`src/rtl/dss_pkg.sv`:
```
// Shared types and constants for the decode slot scheduler.
// Used by dss_ctrl, dss_datapath and decode_slot_scheduler_unit; depends on nothing.
package dss_pkg;

    localparam int MAX_SLOTS_DEF  = 16;
    localparam int WAIT_DEPTH_DEF = 64;

    localparam int CFG_IDX_W   = 2;
    localparam int CFG_DATA_W  = 16;
    localparam int CFG_SLOTS_W = 5;
    localparam int SLOTS_RST   = 16;

    localparam logic [15:0] CTX_RST  = 16'd4096;
    localparam logic        STOP_RST = 1'b1;

    localparam logic [CFG_IDX_W-1:0] CFG_SLOTS = 2'd0;
    localparam logic [CFG_IDX_W-1:0] CFG_CTX   = 2'd1;
    localparam logic [CFG_IDX_W-1:0] CFG_STOP  = 2'd2;

    localparam logic OP_SUBMIT = 1'b0;
    localparam logic OP_TOKEN  = 1'b1;

    localparam logic [17:0] END_TOKEN_A = 18'd151645;
    localparam logic [17:0] END_TOKEN_B = 18'd151643;

    localparam logic [2:0] EV_ADMITTED  = 3'd0;
    localparam logic [2:0] EV_QUEUED    = 3'd1;
    localparam logic [2:0] EV_CONTINUES = 3'd2;
    localparam logic [2:0] EV_FINISHED  = 3'd3;
    localparam logic [2:0] EV_REJECTED  = 3'd4;
    localparam logic [2:0] EV_IDLE_SLOT = 3'd5;

    typedef struct packed {
        logic load;
        logic read;
        logic admit;
        logic from_fifo;
        logic last;
        logic queue;
        logic token;
    } t_dss_cmd;

    typedef struct packed {
        logic is_token;
        logic fc_zero;
        logic wc_zero;
        logic slot_ok;
        logic tok_done;
        logic out_free;
    } t_dss_sts;

endpackage

```
`src/rtl/dss_ctrl.sv`:
```
// Sequencer of the decode slot scheduler: steps one input word through
// read, admit, queue and token phases. Depends on dss_pkg.
module dss_ctrl import dss_pkg::*; (
    input  logic     i_clk,
    input  logic     i_rst_n,
    input  logic     i_in_valid,
    input  t_dss_sts i_sts,
    output t_dss_cmd o_cmd,
    output logic     o_in_stall
);

    typedef enum logic [7:0] {
        ST_IDLE    = 8'b0000_0001,
        ST_ISSUE   = 8'b0000_0010,
        ST_ADM_NEW = 8'b0000_0100,
        ST_ADM_PRE = 8'b0000_1000,
        ST_QUEUE   = 8'b0001_0000,
        ST_TOKEN   = 8'b0010_0000,
        ST_FETCH   = 8'b0100_0000,
        ST_ADM_TOK = 8'b1000_0000
    } t_state;

    t_state r_state, n_state;

    always_ff @(posedge i_clk) begin
        if (!i_rst_n) begin
            r_state <= ST_IDLE;
        end else begin
            r_state <= n_state;
        end
    end

    assign o_in_stall = (r_state != ST_IDLE);

    always_comb begin
        n_state = r_state;
        o_cmd   = '0;
        case (r_state)
            ST_IDLE: begin
                if (i_in_valid) begin
                    o_cmd.load = 1'b1;
                    n_state    = ST_ISSUE;
                end
            end
            ST_ISSUE: begin
                o_cmd.read = 1'b1;
                if (i_sts.is_token) begin
                    n_state = ST_TOKEN;
                end else if (i_sts.fc_zero) begin
                    n_state = ST_QUEUE;
                end else if (i_sts.wc_zero) begin
                    n_state = ST_ADM_NEW;
                end else begin
                    n_state = ST_ADM_PRE;
                end
            end
            ST_ADM_NEW: begin
                if (i_sts.out_free) begin
                    o_cmd.admit = 1'b1;
                    o_cmd.last  = 1'b1;
                    n_state     = ST_IDLE;
                end
            end
            ST_ADM_PRE: begin
                if (i_sts.out_free) begin
                    o_cmd.admit     = 1'b1;
                    o_cmd.from_fifo = 1'b1;
                    n_state         = ST_QUEUE;
                end
            end
            ST_QUEUE: begin
                if (i_sts.out_free) begin
                    o_cmd.queue = 1'b1;
                    n_state     = ST_IDLE;
                end
            end
            ST_TOKEN: begin
                if (i_sts.out_free) begin
                    o_cmd.token = 1'b1;
                    if (i_sts.slot_ok && i_sts.tok_done && !i_sts.wc_zero) begin
                        n_state = ST_FETCH;
                    end else begin
                        n_state = ST_IDLE;
                    end
                end
            end
            ST_FETCH: begin
                o_cmd.read = 1'b1;
                n_state    = ST_ADM_TOK;
            end
            ST_ADM_TOK: begin
                if (i_sts.out_free) begin
                    o_cmd.admit     = 1'b1;
                    o_cmd.from_fifo = 1'b1;
                    o_cmd.last      = 1'b1;
                    n_state         = ST_IDLE;
                end
            end
            default: begin
                n_state = ST_IDLE;
            end
        endcase
    end

endmodule

```
`src/rtl/dss_datapath.sv`:
```
// Datapath of the decode slot scheduler: free-slot stack, wait FIFO, slot records,
// configuration registers and the output word register. Depends on dss_pkg.
module dss_datapath import dss_pkg::*; #(
    parameter int MAX_SLOTS  = MAX_SLOTS_DEF,
    parameter int WAIT_DEPTH = WAIT_DEPTH_DEF
) (
    input  logic                  i_clk,
    input  logic                  i_rst_n,
    input  t_dss_cmd              i_cmd,
    output t_dss_sts              o_sts,
    input  logic                  i_cfg_we,
    input  logic [CFG_IDX_W-1:0]  i_cfg_index,
    input  logic [CFG_DATA_W-1:0] i_cfg_data,
    input  logic                  i_opcode,
    input  logic [15:0]           i_request_tag,
    input  logic [15:0]           i_token_budget,
    input  logic [15:0]           i_prompt_length,
    input  logic [3:0]            i_slot_id,
    input  logic [17:0]           i_token_value,
    input  logic                  i_out_stall,
    output logic                  o_out_valid,
    output logic [2:0]            o_event_kind,
    output logic [3:0]            o_slot_number,
    output logic [15:0]           o_tag_out,
    output logic [15:0]           o_clamped_prompt,
    output logic [15:0]           o_tokens_emitted,
    output logic                  o_last_of_run
);

    localparam int SW = (MAX_SLOTS > 1) ? $clog2(MAX_SLOTS) : 1;
    localparam int CW = $clog2(MAX_SLOTS + 1);
    localparam int WW = $clog2(WAIT_DEPTH);
    localparam int QW = $clog2(WAIT_DEPTH + 1);
    localparam int NW = (CW > CFG_SLOTS_W) ? CW : CFG_SLOTS_W;
    localparam int RST_SLOTS = (MAX_SLOTS < SLOTS_RST) ? MAX_SLOTS : SLOTS_RST;

    logic        r_op;
    logic [15:0] r_tag, r_budget, r_prompt;
    logic [3:0]  r_slot;
    logic [17:0] r_token;

    logic [CW-1:0] r_nslots;
    logic [15:0]   r_ctx;
    logic          r_stop;

    logic [CW-1:0]        r_fc;
    logic [WW-1:0]        r_head;
    logic [QW-1:0]        r_wc;
    logic [MAX_SLOTS-1:0] r_active;
    logic [MAX_SLOTS-1:0] r_stk_vld;

    logic [SW-1:0] r_stk_mem [MAX_SLOTS];
    logic [63:0]   r_rec_mem [MAX_SLOTS];
    logic [47:0]   r_wq_mem  [WAIT_DEPTH];

    logic [SW-1:0] r_stk_rd;
    logic [SW-1:0] r_stk_idx;
    logic [63:0]   r_rec_rd;
    logic [47:0]   r_wq_rd;

    logic        r_out_valid;
    logic [2:0]  r_kind;
    logic [3:0]  r_oslot;
    logic [15:0] r_otag, r_oclamp, r_oemit;
    logic        r_olast;

    logic [2:0]  n_kind;
    logic [3:0]  n_oslot;
    logic [15:0] n_otag, n_oclamp, n_oemit;
    logic        n_olast;

    logic [SW-1:0] slot_ix;
    logic          slot_ok;
    logic [15:0]   rec_tag, rec_budget, rec_em, rec_pos;
    logic [15:0]   em_inc, pos_inc;
    logic          is_end, tok_done;
    logic [SW-1:0] stk_top;
    logic [15:0]   a_tag, a_budget, a_prompt, a_clamp;
    logic [QW:0]   tail_sum;
    logic [WW-1:0] tail, head_nx;
    logic          wq_full, fc_full, out_free, emit;
    logic [NW-1:0] cfg_n_wide;
    logic [CW-1:0] cfg_n;
    logic          tok_fin;

    assign slot_ix    = SW'(r_slot);
    assign slot_ok    = (32'(r_slot) < 32'(MAX_SLOTS)) && r_active[slot_ix];
    assign rec_tag    = r_rec_rd[63:48];
    assign rec_budget = r_rec_rd[47:32];
    assign rec_em     = r_rec_rd[31:16];
    assign rec_pos    = r_rec_rd[15:0];
    assign em_inc     = (rec_em != 16'hFFFF) ? rec_em + 16'd1 : rec_em;
    assign pos_inc    = (rec_em != 16'd0 && rec_pos != 16'hFFFF) ? rec_pos + 16'd1 : rec_pos;
    assign is_end     = r_stop && (r_token == END_TOKEN_A || r_token == END_TOKEN_B);
    assign tok_done   = (em_inc >= rec_budget) || is_end || (pos_inc >= r_ctx);
    assign tok_fin    = i_cmd.token && slot_ok && tok_done;

    assign stk_top = r_stk_vld[r_stk_idx] ? r_stk_rd
                   : SW'(r_nslots - CW'(1) - CW'(r_stk_idx));

    assign a_tag    = i_cmd.from_fifo ? r_wq_rd[47:32] : r_tag;
    assign a_budget = i_cmd.from_fifo ? r_wq_rd[31:16] : r_budget;
    assign a_prompt = i_cmd.from_fifo ? r_wq_rd[15:0]  : r_prompt;
    assign a_clamp  = (a_prompt > r_ctx) ? r_ctx : a_prompt;

    assign tail_sum = (QW+1)'(r_head) + (QW+1)'(r_wc);
    assign tail     = (tail_sum >= (QW+1)'(WAIT_DEPTH)) ? WW'(tail_sum - (QW+1)'(WAIT_DEPTH))
                                                        : WW'(tail_sum);
    assign head_nx  = (r_head == WW'(WAIT_DEPTH - 1)) ? '0 : r_head + WW'(1);
    assign wq_full  = (r_wc == QW'(WAIT_DEPTH));
    assign fc_full  = (r_fc == CW'(MAX_SLOTS));

    assign cfg_n_wide = (NW'(i_cfg_data[CFG_SLOTS_W-1:0]) > NW'(MAX_SLOTS))
                      ? NW'(MAX_SLOTS) : NW'(i_cfg_data[CFG_SLOTS_W-1:0]);
    assign cfg_n      = CW'(cfg_n_wide);

    assign out_free = !r_out_valid || !i_out_stall;
    assign emit     = i_cmd.admit || i_cmd.queue || i_cmd.token;

    assign o_sts.is_token = (r_op == OP_TOKEN);
    assign o_sts.fc_zero  = (r_fc == '0);
    assign o_sts.wc_zero  = (r_wc == '0);
    assign o_sts.slot_ok  = slot_ok;
    assign o_sts.tok_done = tok_done;
    assign o_sts.out_free = out_free;

    always_ff @(posedge i_clk) begin
        if (i_cmd.load) begin
            r_op     <= i_opcode;
            r_tag    <= i_request_tag;
            r_budget <= i_token_budget;
            r_prompt <= i_prompt_length;
            r_slot   <= i_slot_id;
            r_token  <= i_token_value;
        end
    end

    always_ff @(posedge i_clk) begin
        if (i_cmd.read) begin
            r_stk_idx <= SW'(r_fc - CW'(1));
            r_stk_rd  <= r_stk_mem[SW'(r_fc - CW'(1))];
            r_wq_rd   <= r_wq_mem[r_head];
            r_rec_rd  <= r_rec_mem[slot_ix];
        end
    end

    always_ff @(posedge i_clk) begin
        if (tok_fin && !fc_full) begin
            r_stk_mem[SW'(r_fc)] <= slot_ix;
        end
    end

    always_ff @(posedge i_clk) begin
        if (i_cmd.admit) begin
            r_rec_mem[stk_top] <= {a_tag, a_budget, 16'd0, a_clamp};
        end else if (i_cmd.token && slot_ok) begin
            r_rec_mem[slot_ix] <= {rec_tag, rec_budget, em_inc, pos_inc};
        end
    end

    always_ff @(posedge i_clk) begin
        if (i_cmd.queue && !wq_full) begin
            r_wq_mem[tail] <= {r_tag, r_budget, r_prompt};
        end
    end

    always_ff @(posedge i_clk) begin
        if (!i_rst_n) begin
            r_nslots    <= CW'(RST_SLOTS);
            r_ctx       <= CTX_RST;
            r_stop      <= STOP_RST;
            r_fc        <= CW'(RST_SLOTS);
            r_head      <= '0;
            r_wc        <= '0;
            r_active    <= '0;
            r_stk_vld   <= '0;
            r_out_valid <= 1'b0;
        end else begin
            if (i_cfg_we) begin
                case (i_cfg_index)
                    CFG_SLOTS: begin
                        r_nslots  <= cfg_n;
                        r_fc      <= cfg_n;
                        r_active  <= '0;
                        r_stk_vld <= '0;
                    end
                    CFG_CTX: begin
                        r_ctx <= i_cfg_data;
                    end
                    CFG_STOP: begin
                        r_stop <= i_cfg_data[0];
                    end
                    default: begin
                    end
                endcase
            end
            if (i_cmd.admit) begin
                r_fc              <= r_fc - CW'(1);
                r_active[stk_top] <= 1'b1;
                if (i_cmd.from_fifo) begin
                    r_head <= head_nx;
                    r_wc   <= r_wc - QW'(1);
                end
            end
            if (i_cmd.queue && !wq_full) begin
                r_wc <= r_wc + QW'(1);
            end
            if (tok_fin) begin
                r_active[slot_ix] <= 1'b0;
                if (!fc_full) begin
                    r_fc                 <= r_fc + CW'(1);
                    r_stk_vld[SW'(r_fc)] <= 1'b1;
                end
            end
            if (emit) begin
                r_out_valid <= 1'b1;
            end else if (!i_out_stall) begin
                r_out_valid <= 1'b0;
            end
        end
    end

    always_comb begin
        n_kind   = EV_ADMITTED;
        n_oslot  = 4'd0;
        n_otag   = 16'd0;
        n_oclamp = 16'd0;
        n_oemit  = 16'd0;
        n_olast  = 1'b1;
        if (i_cmd.admit) begin
            n_oslot  = 4'(stk_top);
            n_otag   = a_tag;
            n_oclamp = a_clamp;
            n_olast  = i_cmd.last;
        end else if (i_cmd.queue) begin
            n_kind = wq_full ? EV_REJECTED : EV_QUEUED;
            n_otag = r_tag;
        end else if (i_cmd.token) begin
            n_oslot = r_slot;
            if (!slot_ok) begin
                n_kind = EV_IDLE_SLOT;
            end else begin
                n_kind  = tok_done ? EV_FINISHED : EV_CONTINUES;
                n_otag  = rec_tag;
                n_oemit = em_inc;
                n_olast = !(tok_done && r_wc != '0);
            end
        end
    end

    always_ff @(posedge i_clk) begin
        if (emit) begin
            r_kind   <= n_kind;
            r_oslot  <= n_oslot;
            r_otag   <= n_otag;
            r_oclamp <= n_oclamp;
            r_oemit  <= n_oemit;
            r_olast  <= n_olast;
        end
    end

    assign o_out_valid      = r_out_valid;
    assign o_event_kind     = r_kind;
    assign o_slot_number    = r_oslot;
    assign o_tag_out        = r_otag;
    assign o_clamped_prompt = r_oclamp;
    assign o_tokens_emitted = r_oemit;
    assign o_last_of_run    = r_olast;

endmodule

```
`src/rtl/decode_slot_scheduler_unit.sv`:
```
// Decode slot scheduler: hands sequence slots to submitted requests, queues the
// rest and retires slots as token words arrive.
// Top level; depends on dss_pkg, dss_ctrl and dss_datapath.
//
// Input channel: i_in_valid / o_in_stall carry one word (opcode 0 submit, 1 token).
// Output channel: o_out_valid / i_out_stall carry event words; one or two per
// input word, the final one flagged by o_last_of_run.
// Configuration: i_cfg_we writes register i_cfg_index (0 slot count, 1 context
// limit, 2 end-token stop) at a clock edge; the user must write only while no
// word is in flight, as the block does not enforce this.
// Timing: one output register; an accepted word is loaded, then the stack, FIFO
// and slot record memories are read into registers, then the first result is
// written. A submit admitting a waiting request then writes its queue result; a
// finishing token admitting one reads the FIFO again before its admit result.
// A stalled output holds its word; the sequencer waits before writing the next
// result, and the input stays stalled until the word's last result is written.
// Reset (synchronous, active low): all slots idle and free, queue empty, slot
// count 16 (clipped to MAX_SLOTS), context limit 4096, end-token stop on.
module decode_slot_scheduler_unit import dss_pkg::*; #(
    parameter int MAX_SLOTS  = MAX_SLOTS_DEF,
    parameter int WAIT_DEPTH = WAIT_DEPTH_DEF
) (
    input  logic                  i_clk,
    input  logic                  i_rst_n,
    input  logic                  i_in_valid,
    output logic                  o_in_stall,
    input  logic                  i_opcode,
    input  logic [15:0]           i_request_tag,
    input  logic [15:0]           i_token_budget,
    input  logic [15:0]           i_prompt_length,
    input  logic [3:0]            i_slot_id,
    input  logic [17:0]           i_token_value,
    output logic                  o_out_valid,
    input  logic                  i_out_stall,
    output logic [2:0]            o_event_kind,
    output logic [3:0]            o_slot_number,
    output logic [15:0]           o_tag_out,
    output logic [15:0]           o_clamped_prompt,
    output logic [15:0]           o_tokens_emitted,
    output logic                  o_last_of_run,
    input  logic                  i_cfg_we,
    input  logic [CFG_IDX_W-1:0]  i_cfg_index,
    input  logic [CFG_DATA_W-1:0] i_cfg_data
);

    t_dss_cmd cmd;
    t_dss_sts sts;

    dss_ctrl u_ctrl (
        .i_clk      (i_clk),
        .i_rst_n    (i_rst_n),
        .i_in_valid (i_in_valid),
        .i_sts      (sts),
        .o_cmd      (cmd),
        .o_in_stall (o_in_stall)
    );

    dss_datapath #(
        .MAX_SLOTS  (MAX_SLOTS),
        .WAIT_DEPTH (WAIT_DEPTH)
    ) u_datapath (
        .i_clk            (i_clk),
        .i_rst_n          (i_rst_n),
        .i_cmd            (cmd),
        .o_sts            (sts),
        .i_cfg_we         (i_cfg_we),
        .i_cfg_index      (i_cfg_index),
        .i_cfg_data       (i_cfg_data),
        .i_opcode         (i_opcode),
        .i_request_tag    (i_request_tag),
        .i_token_budget   (i_token_budget),
        .i_prompt_length  (i_prompt_length),
        .i_slot_id        (i_slot_id),
        .i_token_value    (i_token_value),
        .i_out_stall      (i_out_stall),
        .o_out_valid      (o_out_valid),
        .o_event_kind     (o_event_kind),
        .o_slot_number    (o_slot_number),
        .o_tag_out        (o_tag_out),
        .o_clamped_prompt (o_clamped_prompt),
        .o_tokens_emitted (o_tokens_emitted),
        .o_last_of_run    (o_last_of_run)
    );

endmodule
```
`config.mk`:
```
export PLATFORM = sky130hd
export DESIGN_NAME = decode_slot_scheduler_unit
export DESIGN_NICKNAME = d
export VERILOG_FILES = /design/src/rtl/dss_pkg.sv /design/src/rtl/dss_ctrl.sv /design/src/rtl/dss_datapath.sv /design/src/rtl/decode_slot_scheduler_unit.sv
export SDC_FILE = /design/constraint.sdc
export NUM_CORES = 2
export LEC_CHECK = 0
export ABC_AREA = 0
export ABC_CLOCK_PERIOD_IN_PS = 5400
export BUFFER_PORTS_ARGS = -buffer_cell sky130_fd_sc_hd__buf_2
export CORE_UTILIZATION = 40
export CTS_BUF_LIST = sky130_fd_sc_hd__clkbuf_4
export DETAILED_ROUTE_END_ITERATION = 12
export PLACE_DENSITY = 0.69
export SETUP_SLACK_MARGIN = 0.4
export SYNTH_ARGS = -nofsm -noshare
export SYNTH_HDL_FRONTEND = slang
export SYNTH_MEMORY_MAX_BITS = 65536
export SYNTH_SLANG_ARGS = --single-unit
```
`constraint.sdc`:
```
create_clock -name i_clk -period 5.4 [get_ports i_clk]
set_clock_uncertainty 0.2 [all_clocks]
set_input_delay 0 -clock i_clk [delete_from_list [all_inputs] [get_ports i_clk]]
set_output_delay 0 -clock i_clk [all_outputs]
set_load 0.01 [all_outputs]
```
## After elaboration in Yosys (flattened, before gate mapping)

Memories as Yosys holds them, arrays and structs flattened. A register that Yosys moved wholly into a read port is not among the register bits.
Cells that the tools add are included.

- Bits in latches: 0
- Bits in read-only memories: 0
- Memory bits (writable): 4160
- Input bits: 94
- Flip-flop bits (word level): 211
- Logic and storage cells: 208
- Memories: 3

- Shift operators: 0
- Bitwise logic cells: 6
- Reductions and logical operators: 41
- $lt $le $gt $ge: 12
- Multiplexer cells: 89
- $mul: 0
- Equality and inequality tests: 23
- Add/sub/neg operators: 11
- Divide/modulo/power cells: 0

Memory list:

| name | words | bits a word | read ports | clocked after memory_dff | wr ports | line | source |
|---|---|---|---|---|---|---|---|
| u_datapath.r_wq_mem | 64 | 48 | 1 | 1 | 1 | dss_datapath.sv:54 | `logic [47:0] r_wq_mem [WAIT_DEPTH];` |
| u_datapath.r_rec_mem | 16 | 64 | 1 | 1 | 1 | dss_datapath.sv:53 | `logic [63:0] r_rec_mem [MAX_SLOTS];` |
| u_datapath.r_stk_mem | 16 | 4 | 1 | 1 | 1 | dss_datapath.sv:52 | `logic [SW-1:0] r_stk_mem [MAX_SLOTS];` |

Operators by type and width:

| cell | count |
|---|---|
| $mux W16 | 21 |
| $mux W64 | 1 |
| $reduce_or A64 Y1 | 1 |
| $pmux W8 S6 | 1 |
| $mux W8 | 5 |
| $eq A18 B18 Y1 const B | 2 |
| $mux W5 | 7 |
| $add A16 B1 Y16 const B | 2 |
| $ge A16 B16 Y1 | 2 |
| $ne A16 B16 Y1 const B | 2 |
| $or A16 B16 Y16 | 2 |
| $mux W1 | 28 |
| $mux W7 | 4 |
| $mux W4 | 6 |
| $lt A4 B5 Y1 const B | 4 |
| $and A16 B16 Y16 | 1 |
| $gt A16 B16 Y1 | 1 |
| $not A16 Y16 | 1 |
| $reduce_bool A16 Y1 | 1 |
| $mux W3 | 5 |
| $demux W1 S4 | 3 |
| $ge A4 B1 Y1 const B | 3 |
| $logic_and A1 B1 Y1 | 12 |
| $mux W6 | 2 |
| other kinds (44) | 65 |

## Longest topological paths before layout

- Depth in word-level cells: 12
- Depth in mapped cells: 17
- Depth with buffers taken out: 15

## Cells and area by module

A second synthesis with hierarchy kept.

- Cells, all modules: 7403
- Area, all modules: 173258.7 um^2

By module, submodules not included:

| module | cells an instance | times used | area an instance (um^2) | sequential area each (um^2) |
|---|---|---|---|---|
| dss_datapath | 7328 | 1 | 172654.3 | 133778.3 |
| dss_ctrl | 75 | 1 | 604.3 | 160.2 |

## Worst setup path after synthesis

OpenSTA, ideal clock, no wires.

- Path kind: flip-flop to flip-flop
- From: register u_datapath.r_slot[0]
- To: memory u_datapath.r_rec_mem[0][0], enable pin
- Library setup time: 0.486 ns
- Slack: -0.392 ns
- Arrival time: 5.105 ns
- Cell stages (with the launch flop): 12
- Buffers on the path: 3
- Cells stage by stage: edfxtp_1 > buf_6 > buf_6 > mux4_2 > mux2_2 > mux2i_1 > nand2b_2 > inv_1 > buf_2 > o21bai_1 > nand2_1 > nor2_1

- Word-level cells in the longest chain between the ends: 8
- Elaborated cells on any way between the ends: 9

Ends and longest elaborated chain:

| element | line | source |
|---|---|---|
| start, declared | dss_datapath.sv:39 | `logic [3:0] r_slot;` |
| start signal, assigned | dss_datapath.sv:133 | `r_slot <= i_slot_id;` |
| $bmux W1 S4 | dss_datapath.sv:87 | `assign slot_ok = (32'(r_slot) < 32'(MAX_SLOTS)) && r_active[slot_ix];` |
| $mux W1 (not written as such) | dss_datapath.sv:87 |  |
| $logic_and A1 B1 Y1 | dss_datapath.sv:156 | `end else if (i_cmd.token && slot_ok) begin` |
| $mux W1 | dss_datapath.sv:156 |  |
| $mux W1 | dss_datapath.sv:154 | `if (i_cmd.admit) begin` |
| $mux W1 (not written as such) | dss_datapath.sv:157 | `r_rec_mem[slot_ix] <= {rec_tag, rec_budget, em_inc, pos_inc};` |
| $reduce_or A64 Y1 (no line) | - |  |
| $mux W4 (no line) or $mux W1 (tied branches) | - |  |
| end, declared | dss_datapath.sv:53 |  |

Several ways; a longest one is shown, not always the timed one. The select of a mux whose other input is x is not followed.

## Worst setup path after layout

- From: register u_datapath.r_out_valid, in the netlist u_datapath.o_out_valid
- To: memory u_datapath.r_wq_mem[4][37], enable pin

- Word-level cells in the longest chain between the ends: 7

Ends and longest elaborated chain:

| element | line | source |
|---|---|---|
| start, declared | dss_datapath.sv:61 | `logic r_out_valid;` |
| start signal, assigned | dss_datapath.sv:177 | `r_out_valid <= 1'b0;` |
| start signal, assigned | dss_datapath.sv:216 | `r_out_valid <= 1'b1;` |
| start signal, assigned | dss_datapath.sv:218 | `r_out_valid <= 1'b0;` |
| $logic_not A1 Y1 | dss_datapath.sv:117 | `assign out_free = !r_out_valid \|\| !i_out_stall;` |
| $logic_or A1 B1 Y1 | dss_datapath.sv:117 |  |
| $mux W1 | dss_ctrl.sv:72 | `if (i_sts.out_free) begin` |
| $mux W1 | dss_ctrl.sv:38 | `case (r_state)` |
| $logic_and A1 B1 Y1 | dss_datapath.sv:162 | `if (i_cmd.queue && !wq_full) begin` |
| $mux W1 | dss_datapath.sv:162 |  |
| $mux W1 (not written as such) | dss_datapath.sv:163 | `r_wq_mem[tail] <= {r_tag, r_budget, r_prompt};` |
| end, declared | dss_datapath.sv:54 |  |

No other way between the ends.

==> flow_summary.json <==
{
  "boundaryPins": 152,
  "htreeDepth": 7,
  "clockBufferDepth": 5,
  "clock_latency_ns": 1.69,
  "cts-buffers-inserted": 1189,
  "syn_nets": 7532,
  "async_flop_share_pct": 0,
  "relSlewSlack_pct": 23.70,
  "drtAntennaViolNets": 0,
  "worst_pin_slew_ns": 1.144,
  "vias_per_cell": 5.717,
  "min_period_over_period_pct": 87.87,
  "row_count": 241,
  "drt-total-wl_um": 448700,
  "vias": 88174,
  "vdd_ir_drop_max_v": 0.0001848,
  "grt_pass1_vias": 91709,
  "portBuffers": 151,
  "drc": 0,
  "die_area_um2": 435700,
  "fmaxAchievable_mhz": 210.8,
  "required_ns": 6.34,
  "critPathLaunchType": "flop",
  "p_seq_share_pct": 56.2,
  "drive_gt1_share_pct": 37.89,
  "hold_violations": 0,
  "grt_use_total_pct": 20.63,
  "chipWidth_um": 660.1,
  "area_growth_pct": 16.07,
  "cts.sinks": 4487,
  "synth_edf_count": 4407,
  "ys_warn_count": 0,
  "rsz0062_at_grt": "false",
  "dr.pass1.iters": 6,
  "grt_pass1_wl_um": 639500,
  "maxCapViolCount": 0,
  "die_h_um": 660.1,
  "netlist_area_um2": 173200,
  "power_density_nw_per_um2": 342.5,
  "place_congestion": 0.8575,
  "cts_tree": "done",
  "hold_class": "input port to flop",
  "hpwl_um": 242100,
  "initial_core_util_pct": 40.20,
  "nets": 9192,
  "period_minus_slack_ns": 4.745,
  "sw_frac_of_total_pct": 21.27,
  "synth_cells": 7366,
  "grt_max_degree": 153,
  "leakage_nw": 61.97,
  "clockRootBuffer": "clkbuf_4",
  "end_kind": "flop",
  "layout_commonest_cell": "edfxtp_1",
  "power_mw": 68.86,
  "post-route-util_pct": 46.66,
  "setup_viol": 0,
  "worstSetupPathType": "flop to flop",
  "holdWs_ns": 0.2588,
  "ys_types": 71,
  "syn_area_per_cell_um2": 23.52,
  "initialDrtViolationCount": 10980,
  "synth-seq-cells": 4487,
  "synth_flop_cell": "edfxtp_1",
  "wire_per_inst_um": 29.10,
  "critPathArrivalTime_ns": 5.69,
  "clk_pin_slew_ns": 0.06,
  "clockPowerShare_pct": 40.6,
  "status": "finished, final reports clean",
  "core_area_um2": 430900,
  "slew_violations": 0,
  "grt-ovfl-total": 0,
  "p_comb_share_pct": 3.1,
  "p_switching_mw": 14.64,
  "layout_common_cells": "edfxtp_1 (4407), clkbuf_4 (1634), mux4_2 (1356), dlygate4sd3_1 (379), buf_4 (256)",
  "ys_seq_area_share_pct": 77.32,
  "p_int_mw": 54.21,
  "antenna_found_initial": 25,
  "path_max_fanout": 28
}
-- routing by layer --
metal  part of all wire (%)  vias to the layer above  track usage, %  routed length (um)
met5                 0.0025                        -               0                  11
met4                    3.2                        2           8.846               14270
met3                    9.4                      865           4.864               42240
met2                     50                     5073           33.82              224600
met1                     37                    46644           26.40              167700
li1                       -                    35590               -                   -
-- synth_stat cells, types with 39 or more instances --
cell      instances  area [um2]
a21oi_1          66       330.3
buf_1            57       214.0
buf_2            88       440.4
clkbuf_1        230       863.3
dfxtp_1          80        1602
edfxtp_1       4407      132300
ha_1             69       863.3
inv_1            58       217.7
mux2i_1          51       510.5
mux4_2         1356       30540
nand2_1         176       660.6
nand3_1          51       255.2
nor2_1          164       615.6
nor3_1           62       310.3
o21ai_0          52       260.3
xnor2_1          39       341.6
-- power by group through the flow --
stage                     Clock (mW)  Sequential, mW  Combinational, mW
after detailed placement           0            39.5               1.95
after CTS                       28.6            38.7               2.16
after global placement             0            39.5               1.86
after global routing            30.3            38.7               2.33
final                           28.0            38.7               2.16
after floorplan                    0            39.7              0.893
-- layout make-up --
class                      count  area [um2]
sequential                  4487      134000
tap                         5710        7144
clock buffer                1634       12270
timing repair buffer         854        7818
multi-input combinational   2435       38120
clock inverter               221        1460
antenna                       23       57.56
fill                       34826      229800
inverter                      59       229.0
-- worst paths after layout --
| kind | startpoint | endpoint | slack, ns | cells after the start |
|---|---|---|---|---|
| worst max-delay path | u_datapath.o_out_valid$_SDFFE_PN0P_ | u_datapath.r_wq_mem[4][37]$_DFFE_PP_ | 0.66 | 10 |
| worst min register to register | u_datapath.r_stk_vld[4]$_SDFF_PN0_ | u_datapath.r_stk_vld[4]$_SDFF_PN0_ | 0.28 | 2 |
| worst min-delay path | i_in_valid | u_ctrl.r_state[4]$_SDFFE_PN0P_ | 0.26 | 7 |
| worst max register to register | u_datapath.o_out_valid$_SDFFE_PN0P_ | u_datapath.r_wq_mem[4][37]$_DFFE_PP_ | 0.66 | 10 |
-- critical path, stage by stage, from the launching register on --
cell,delay [ns]
dfxtp_1,0.32
nand2_1,0.05
dlygate4sd3_1,0.63
nand2_1,0.09
nor4b_1,0.56
nor2b_1,0.27
inv_1,0.27
nor2_1,0.35
nand2_1,0.59
nor2_4,0.28
buf_4,0.59
-- per-stage QoR --
| stage | std cells | TNS [ns] | worst slack (ns) | area [um2] |
|---|---|---|---|---|
| floorplan | 7366 | -200.54 | -0.3917 | 173200 |
| global placement | 13162 | 0 | 0.3304 | 183400 |
| detailed placement | 13163 | 0 | 0.3508 | 183400 |
| CTS | 15398 | 0 | 0.5708 | 201000 |
| global route | 15419 | 0 | 0.4683 | 201000 |
| finish | 15423 | 0 | 0.6553 | 201100 |
-- logic make-up after synthesis --
kind of cell / share of synthesized area [%]
and+or+nand+nor: 1.702
muxes: 18.06
adders and majority gates: 0.5331
AOI/OAI and AO/OA: 1.027
xor gates and xnor gates: 0.2933
DFF: 77.32
buffers and inverters: 1.065
-- repair_timing --
item                                   in CTS  in global routing
pin swaps                                   0                  2
endpoints found under the hold margin    3460                  0
gates resized for setup                     1                  5
hold buffers                              380                  0
setup buffers                               0                  2
setup endpoints to repair                  12                143
-- flip-flops by register name (all words and copies together) (netlist names), 8 cells and up --
signal / flops
u_datapath.r_budget: 16
u_datapath.r_rec_mem: 1024
u_datapath.r_token: 18
u_datapath.r_wq_rd: 48
u_datapath.r_tag: 16
u_datapath.r_wq_mem: 3072
u_datapath.r_active: 16
u_datapath.r_ctx: 16
u_datapath.r_stk_vld: 16
u_ctrl.r_state: 8
u_datapath.o_tag_out: 16
u_datapath.o_clamped_prompt: 16
u_datapath.r_rec_rd: 64
u_datapath.r_stk_mem: 64
u_datapath.o_tokens_emitted: 16
u_datapath.r_prompt: 16
Note: power is estimated with default switching activity, not from simulation.
